File: src/hw/rtl/sobs_pkg.sv
// shared constants for the shift-or byte search block
`default_nettype none

package sobs_pkg;

  localparam int unsigned VEC_W      = 32;
  localparam int unsigned LEN_W      = 5;
  localparam int unsigned BYTE_W     = 8;
  localparam int unsigned OFF_W      = 32;
  localparam int unsigned CFG_ADDR_W = 3;
  localparam int unsigned CFG_DATA_W = 64;
  localparam int unsigned REG_BYTES  = 8;

  typedef logic [VEC_W-1:0]      vec_t;
  typedef logic [LEN_W-1:0]      len_t;
  typedef logic [CFG_ADDR_W-1:0] cfg_addr_t;

  localparam vec_t VEC_RESET = 32'hffff_fffe;
  localparam vec_t VEC_ALL   = 32'hffff_ffff;

  // configuration register indexes
  localparam cfg_addr_t REG_NEEDLE_LOW    = 3'd0;
  localparam cfg_addr_t REG_NEEDLE_SECOND = 3'd1;
  localparam cfg_addr_t REG_NEEDLE_THIRD  = 3'd2;
  localparam cfg_addr_t REG_NEEDLE_HIGH   = 3'd3;
  localparam cfg_addr_t REG_NEEDLE_LENGTH = 3'd4;

endpackage

`default_nettype wire

File: src/hw/rtl/sobs_ram.sv
// generic single-port-write, registered-read ram
`default_nettype none

module sobs_ram #(
  parameter int unsigned WIDTH = 8,
  parameter int unsigned DEPTH = 2
) (
  input  wire logic                     clk,
  input  wire logic                     we,
  input  wire logic [$clog2(DEPTH)-1:0] waddr,
  input  wire logic [WIDTH-1:0]         wdata,
  input  wire logic                     re,
  input  wire logic [$clog2(DEPTH)-1:0] raddr,
  output logic      [WIDTH-1:0]         rdata
);

  logic [WIDTH-1:0] mem [DEPTH];

  // read returns the old contents on a same-edge write
  always_ff @(posedge clk) begin
    if (we) begin
      mem[waddr] <= wdata;
    end
    if (re) begin
      rdata <= mem[raddr];
    end
  end

endmodule

`default_nettype wire

File: src/hw/rtl/shift_or_byte_search.sv
// top level of the shift-or byte string search
//
// channel | dir | handshake          | payload
// --------+-----+--------------------+-----------------------------------------
// in_     | in  | tvalid / tready    | tdata = text_byte, tlast = final_byte
// out_    | out | tvalid / tready    | tdata = match_offset, tuser = found
// cfg_    | in  | we (no wait)       | addr = register index, wdata = value
//
// one word per clock sustained while no result word is stalled: a word is
// accepted, the search state is read from the state ram in the same edge and
// the update is written back as the word leaves the compute stage (forwarded
// to a read on that edge); result words are registered after the compute stage
// reset (rst_n low, synchronous) empties the pipeline, clears the needle and
// marks the state ram entry invalid so it reads as the idle search state
// a stalled result holds the compute stage; one more word is still taken
`default_nettype none

module shift_or_byte_search #(
  parameter int unsigned MAX_NEEDLE   = 31,
  parameter int unsigned OFFSET_WIDTH = 32
) (
  input  wire logic        clk,
  input  wire logic        rst_n,
  // input word channel
  input  wire logic        in_tvalid,
  output logic             in_tready,
  input  wire logic [7:0]  in_tdata,   // [7:0] text_byte
  input  wire logic        in_tlast,   // final_byte
  // result word channel
  output logic             out_tvalid,
  input  wire logic        out_tready,
  output logic      [31:0] out_tdata,  // [31:0] match_offset
  output logic             out_tuser,  // [0] found
  // configuration write port
  input  wire logic        cfg_we,
  input  wire logic [2:0]  cfg_addr,
  input  wire logic [63:0] cfg_wdata
);

  localparam int unsigned POS_W   = OFFSET_WIDTH;
  localparam int unsigned ST_W    = 1 + POS_W + sobs_pkg::VEC_W;
  localparam int unsigned RAM_D   = 2;
  localparam int unsigned RAM_AW  = $clog2(RAM_D);
  localparam int unsigned NDL_W   = MAX_NEEDLE * sobs_pkg::BYTE_W;

  localparam logic [RAM_AW-1:0] ST_ADDR = '0;

  // state word layout: {already_found, byte_position, match_vector}
  localparam logic [ST_W-1:0] ST_RESET = {1'b0, {POS_W{1'b0}}, sobs_pkg::VEC_RESET};

  // ------------------------------------------------------------------
  // configuration registers
  // ------------------------------------------------------------------
  logic [NDL_W-1:0]   needle_r;
  sobs_pkg::len_t     len_r;

  // each needle byte lives in register byte / 8, lane byte % 8
  always_ff @(posedge clk) begin
    if (!rst_n) begin
      needle_r <= '0;
    end else if (cfg_we) begin
      for (int b = 0; b < MAX_NEEDLE; b++) begin
        if (cfg_addr == sobs_pkg::REG_NEEDLE_LOW +
                        sobs_pkg::cfg_addr_t'(b / sobs_pkg::REG_BYTES)) begin
          needle_r[b*8 +: 8] <= cfg_wdata[(b % sobs_pkg::REG_BYTES)*8 +: 8];
        end
      end
    end
  end

  always_ff @(posedge clk) begin
    if (!rst_n) begin
      len_r <= '0;
    end else if (cfg_we && cfg_addr == sobs_pkg::REG_NEEDLE_LENGTH) begin
      len_r <= cfg_wdata[sobs_pkg::LEN_W-1:0];
    end
  end

  // lengths beyond the stored needle saturate
  sobs_pkg::len_t len_eff;
  assign len_eff = (len_r > sobs_pkg::len_t'(MAX_NEEDLE)) ?
                   sobs_pkg::len_t'(MAX_NEEDLE) : len_r;

  // ------------------------------------------------------------------
  // handshake and compute stage
  // ------------------------------------------------------------------
  logic                s1_vld_r;
  logic [7:0]          s1_byte_r;
  logic                s1_last_r;
  logic                fwd_sel_r;
  logic [ST_W-1:0]     fwd_r;
  logic                ent_vld_r;
  logic                out_tvalid_r;
  logic                out_found_r;
  logic [31:0]         out_off_r;

  logic                in_acc;
  logic                s1_go;

  assign s1_go     = s1_vld_r && (!out_tvalid_r || out_tready);
  assign in_tready = !s1_vld_r || s1_go;
  assign in_acc    = in_tvalid && in_tready;

  // state ram: one entry holds the running search
  logic [ST_W-1:0] ram_rdata;
  logic [ST_W-1:0] st_nxt;

  sobs_ram #(
    .WIDTH (ST_W),
    .DEPTH (RAM_D)
  ) u_state_ram (
    .clk   (clk),
    .we    (s1_go),
    .waddr (ST_ADDR),
    .wdata (st_nxt),
    .re    (in_acc),
    .raddr (ST_ADDR),
    .rdata (ram_rdata)
  );

  // current state: forward the write that landed on the read edge
  logic [ST_W-1:0]      st_cur;
  sobs_pkg::vec_t       vec_cur;
  logic [POS_W-1:0]     pos_cur;
  logic                 found_cur;

  always_comb begin
    if (fwd_sel_r) begin
      st_cur = fwd_r;
    end else if (ent_vld_r) begin
      st_cur = ram_rdata;
    end else begin
      st_cur = ST_RESET;
    end
  end

  assign vec_cur   = st_cur[sobs_pkg::VEC_W-1:0];
  assign pos_cur   = st_cur[sobs_pkg::VEC_W +: POS_W];
  assign found_cur = st_cur[ST_W-1];

  // parallel compare of the text byte against every needle byte
  sobs_pkg::vec_t mask;
  always_comb begin
    mask = sobs_pkg::VEC_ALL;
    for (int i = 0; i < MAX_NEEDLE; i++) begin
      if (sobs_pkg::len_t'(i) < len_eff && needle_r[i*8 +: 8] == s1_byte_r) begin
        mask[i] = 1'b0;
      end
    end
  end

  // position viewed as a 32-bit offset
  logic [31:0] pos32;
  if (POS_W >= 32) begin : g_pos_trunc
    assign pos32 = pos_cur[31:0];
  end else begin : g_pos_ext
    assign pos32 = {{(32-POS_W){1'b0}}, pos_cur};
  end

  sobs_pkg::vec_t   vec_upd;
  logic [31:0]      off_match;
  logic [POS_W-1:0] pos_inc;
  logic             res_vld;
  logic             res_found;
  logic [31:0]      res_off;

  assign vec_upd   = (vec_cur | mask) << 1;
  assign off_match = pos32 - 32'(len_eff) + 32'd1;
  assign pos_inc   = (pos_cur == {POS_W{1'b1}}) ? pos_cur : pos_cur + POS_W'(1);

  always_comb begin
    sobs_pkg::vec_t vec_n;
    logic           found_n;
    vec_n     = vec_cur;
    found_n   = found_cur;
    res_vld   = 1'b0;
    res_found = 1'b0;
    res_off   = '0;
    if (!found_cur) begin
      if (len_eff == '0) begin
        // empty needle matches at the first byte
        found_n   = 1'b1;
        res_vld   = 1'b1;
        res_found = 1'b1;
      end else begin
        vec_n = vec_upd;
        if (!vec_upd[len_eff]) begin
          found_n   = 1'b1;
          res_vld   = 1'b1;
          res_found = 1'b1;
          res_off   = off_match;
        end
      end
    end
    if (s1_last_r) begin
      // end of haystack: report a miss if nothing was found, then start over
      if (!found_n) begin
        res_vld = 1'b1;
      end
      st_nxt = ST_RESET;
    end else begin
      st_nxt = {found_n, pos_inc, vec_n};
    end
  end

  always_ff @(posedge clk) begin
    if (!rst_n) begin
      s1_vld_r     <= 1'b0;
      fwd_sel_r    <= 1'b0;
      ent_vld_r    <= 1'b0;
      out_tvalid_r <= 1'b0;
    end else begin
      if (in_acc) begin
        s1_vld_r  <= 1'b1;
        fwd_sel_r <= s1_go;
      end else if (s1_go) begin
        s1_vld_r <= 1'b0;
      end
      if (s1_go) begin
        ent_vld_r <= 1'b1;
      end
      if (s1_go && res_vld) begin
        out_tvalid_r <= 1'b1;
      end else if (out_tready) begin
        out_tvalid_r <= 1'b0;
      end
    end
  end

  // payload registers
  always_ff @(posedge clk) begin
    if (in_acc) begin
      s1_byte_r <= in_tdata;
      s1_last_r <= in_tlast;
    end
    if (s1_go) begin
      fwd_r <= st_nxt;
    end
    if (s1_go && res_vld) begin
      out_found_r <= res_found;
      out_off_r   <= res_off;
    end
  end

  assign out_tvalid = out_tvalid_r;
  assign out_tuser  = out_found_r;
  assign out_tdata  = out_off_r;

endmodule

`default_nettype wire

File: config.mk
export PLATFORM = sky130hd
export DESIGN_NAME = shift_or_byte_search
export DESIGN_NICKNAME = d
export VERILOG_FILES = /design/src/hw/rtl/sobs_pkg.sv /design/src/hw/rtl/sobs_ram.sv /design/src/hw/rtl/shift_or_byte_search.sv
export SDC_FILE = /design/constraint.sdc
export NUM_CORES = 1
export LEC_CHECK = 0
export BUFFER_PORTS_ARGS = -buffer_cell sky130_fd_sc_hd__buf_2
export CAP_MARGIN = 5
export CORE_MARGIN = 3
export CORE_UTILIZATION = 40
export CTS_CLUSTER_SIZE = 10
export DETAILED_ROUTE_END_ITERATION = 16
export SLEW_MARGIN = 15
export SYNTH_ARGS = -nofsm -noshare
export SYNTH_HDL_FRONTEND = slang
export SYNTH_SLANG_ARGS = --single-unit
File: constraint.sdc
create_clock -name clk -period 6.8 [get_ports clk]
set_input_delay 1.36 -clock clk [delete_from_list [all_inputs] [get_ports clk]]
set_output_delay 1.36 -clock clk [all_outputs]
set_load 0.02 [all_outputs]
==> impl_metrics.toml <==
[global_route]
grt_first_pass_wirelength_um = 99300
grt_pass1_vias = 17100
grt_usage_pct = 22.1
grt-ovfl-total = 0
antenna_found_initial = 1
grt_start_max_net_pins = 160

[clock_tree]
clock_latency_ns = 0.59
cts_root_buffer = "clkbuf_16"
cts.sinks = 427
path_clk_slew_ns = 0.06
cts_buffer_depth = 3
cts_tree = "built"
post_cts_buffers = 0
ctsHoldBuffers = 0
cts_buffers = 50
htreeDepth = 2
cts_resized = 0

[setup_path]
critPathLaunchType = "flop"
end_kind = "flop"
rr_startpoint = "s1_byte_r[0]$_DFFE_PP_"
cp_max_fo = 33
crit_type = "flop to flop"
cp_top_family = "compound AO/OA/AOI/OAI gates"
crit_path_max_incr_delay_ns = 0.91
path_buf_inv = 1
crit_start = "s1_byte_r[0]$_DFFE_PP_"
crit_path_cell_trace = "buf_4 -> xnor2_1 -> nand4_1 -> nor4b_1 -> mux2i_1 -> mux4_2 -> a211oi_2 -> nor2_1 -> a21oi_4"
worst_ep_required_time_ns = 6.99
cp.arrival_ns = 4.84
crit_slowest_cell = "edfxtp_1"

[floorplan]
core-area_um2 = 54000
die_h_um = 240
die_x_um = 240
initial_core_util_pct = 40.6
rows = 85
dieArea_um2 = 57700
io_pins = 116

[route]
ant_nets = 0
drt_pass1_iterations = 5
via_per_inst = 5.47
vias = 17200
drc = 0
wl_per_cell_um = 20.4
totalWireLength_um = 64300
drt_iter0_drc = 1421

[power]
cellPowerDensity_nw_per_um2 = 250
leakage_nw = 9.13
irDropWorstVdd_uv = 180

[synthesis]
yosysUniqueCellTypes = 73
ys_seq_elements = 427
synthFlopType = "dfxtp_1"
yosysSeqAreaShare_pct = 46.7
synth_edf_count = 170
syn_nets = 2514
yosysWarnings = 0
syn_area_per_cell_um2 = 9.26
synth.cell_area_um2 = 22000
netlist_instances = 2370
postSynth.asyncResetShare_pct = 0

[timing]
period_minus_slack_ns = 4.66
period_share_pct = 68.5
fmax_ghz = 0.215
setup_tns_ns = 0
hold_violations = 0
final_max_slew_viol_count = 0
worst_clock_skew_ns = 0.0285
setup_viol_count_final = 0
tightestPinTransition_ns = 1.11
rsz0062_at_grt = "false"
relSlewSlack_pct = 25.4

[finish]
finalNetCount = 2559
layout-drive-gt1-share_pct = 9.92
layout-area-overhead-vs-synth_pct = 12.1
final_common_cell = "nand2_1"
final_cell_mix = "nand2_1, dfxtp_1, a21boi_0, xor2_1, edfxtp_1"
utilization_pct = 45.5
design_area_um2 = 24600

[placement]
placed_cell_area_um2 = 23100
place.gp.congestion = 0.890
place.port_buffers = 115
hpwl_um = 41800

[status]
status = "finished clean"

[job]
drv_cap = 0

[worst_hold_path]
hold_path.class = "flop to flop"
hold_start = "u_state_ram.mem[0][37]$_SDFFCE_PP0P_"
[registers in the layout, summed over array words and instances (netlist names)]
register           count
needle_r             248
u_state_ram.mem       64
u_state_ram.rdata     64
out_tdata             32
s1_byte_r              8
len_r                  5
ent_vld_r              1
fwd_sel_r              1
out_tuser              1
out_tvalid             1
s1_last_r              1
s1_vld_r               1
[cells in the mapped netlist, types with 4 or more instances]
master | instances | area share (%)
inv_1 | 47 | 0.80
nor3_1 | 22 | 0.50
edfxtp_1 | 170 | 23
o22ai_1 | 26 | 0.74
or3_1 | 5 | 0.14
o21ai_0 | 33 | 0.75
nor2b_1 | 20 | 0.57
a211oi_1 | 9 | 0.31
o21a_1 | 8 | 0.27
o211ai_1 | 14 | 0.48
nor4_1 | 47 | 1.3
nor2_1 | 111 | 1.9
nand2b_1 | 7 | 0.20
and2_1 | 5 | 0.14
nand3_1 | 22 | 0.50
xnor2_1 | 93 | 3.7
nor3b_1 | 4 | 0.14
a21boi_0 | 252 | 8.6
a21oi_1 | 31 | 0.71
a22oi_1 | 29 | 0.99
nand4_1 | 34 | 0.97
dfxtp_1 | 257 | 23
and4_1 | 8 | 0.32
xor2_1 | 202 | 8.1
or4_1 | 4 | 0.14
mux2i_1 | 8 | 0.36
o31a_1 | 4 | 0.16
buf_1 | 8 | 0.14
nand2_1 | 576 | 9.8
buf_2 | 23 | 0.52
a21o_1 | 17 | 0.58
a31oi_1 | 6 | 0.17
ha_1 | 62 | 3.5
and3_1 | 9 | 0.26
mux2_2 | 5 | 0.26
clkbuf_1 | 120 | 2.1
nor3_2 | 5 | 0.23
[report_power, final]
group	total, mW	switching [mW]	leakage (nW)	internal, mW
Combinational	0.823	0.519	4.82	0.305
Clock	2.51	1.05	0.720	1.47
Sequential	2.81	0.0541	3.59	2.75
[cell type report]
class	instances	area, µm²
fillers	5154	29400
multi-input cells	1738	10900
flip-flops and latches	427	10200
clock buffers	85	1490
well taps	696	871
repair buffers	147	847
inverters	51	191
clock inverters	1	8.76
diodes	1	2.50
[stage by stage]
stage               setup slack [ns]  hold slack (ns)  power, mW  instances
global route                    1.86            0.453       6.39       3146
global placement                2.24            0.423       3.67       3059
floorplan                      0.137            0.417       3.43       2370
finish                          2.14            0.436       6.14       3146
detailed placement              2.18            0.432       3.68       3059
CTS                             2.17            0.441       6.19       3145
[per-layer routing]
metal	part of all wire [%]	global-route usage, %	wire [µm]	vias up
met2	48	37.4	30800	612
met5	0	0	0	-
met3	6.3	3.48	4020	152
li1	-	-	-	8210
met4	3.6	8.71	2310	0
met1	42	28.5	27200	8227
[kinds of logic (layout without fill, tap and decap cells)]
logic type               count (synthesis)  count (layout)  synth area share (%)
multiplexers                            15              15                 0.826
other                                    0               1                     0
buffers and inverters                  205             284                  3.74
adder cells (fa/ha/maj)                 63              63                  3.62
AND/OR/NAND/NOR                        897             897                  17.9
XOR/XNOR                               295             295                  11.8
flip-flops                             427             427                  46.7
AO/OA/AOI/OAI                          468             468                  15.5
[final timing paths]
kind                                endpoint  slack, ns  cells past startpoint
max               out_tdata[9]$_SDFFCE_PP0P_       2.14                      9
min          u_state_ram.rdata[37]$_DFFE_PP_       0.44                      0
max reg2reg       out_tdata[9]$_SDFFCE_PP0P_       2.14                      9
min reg2reg  u_state_ram.rdata[37]$_DFFE_PP_       0.44                      0
No activity file was read; power rests on OpenSTA's default activity.
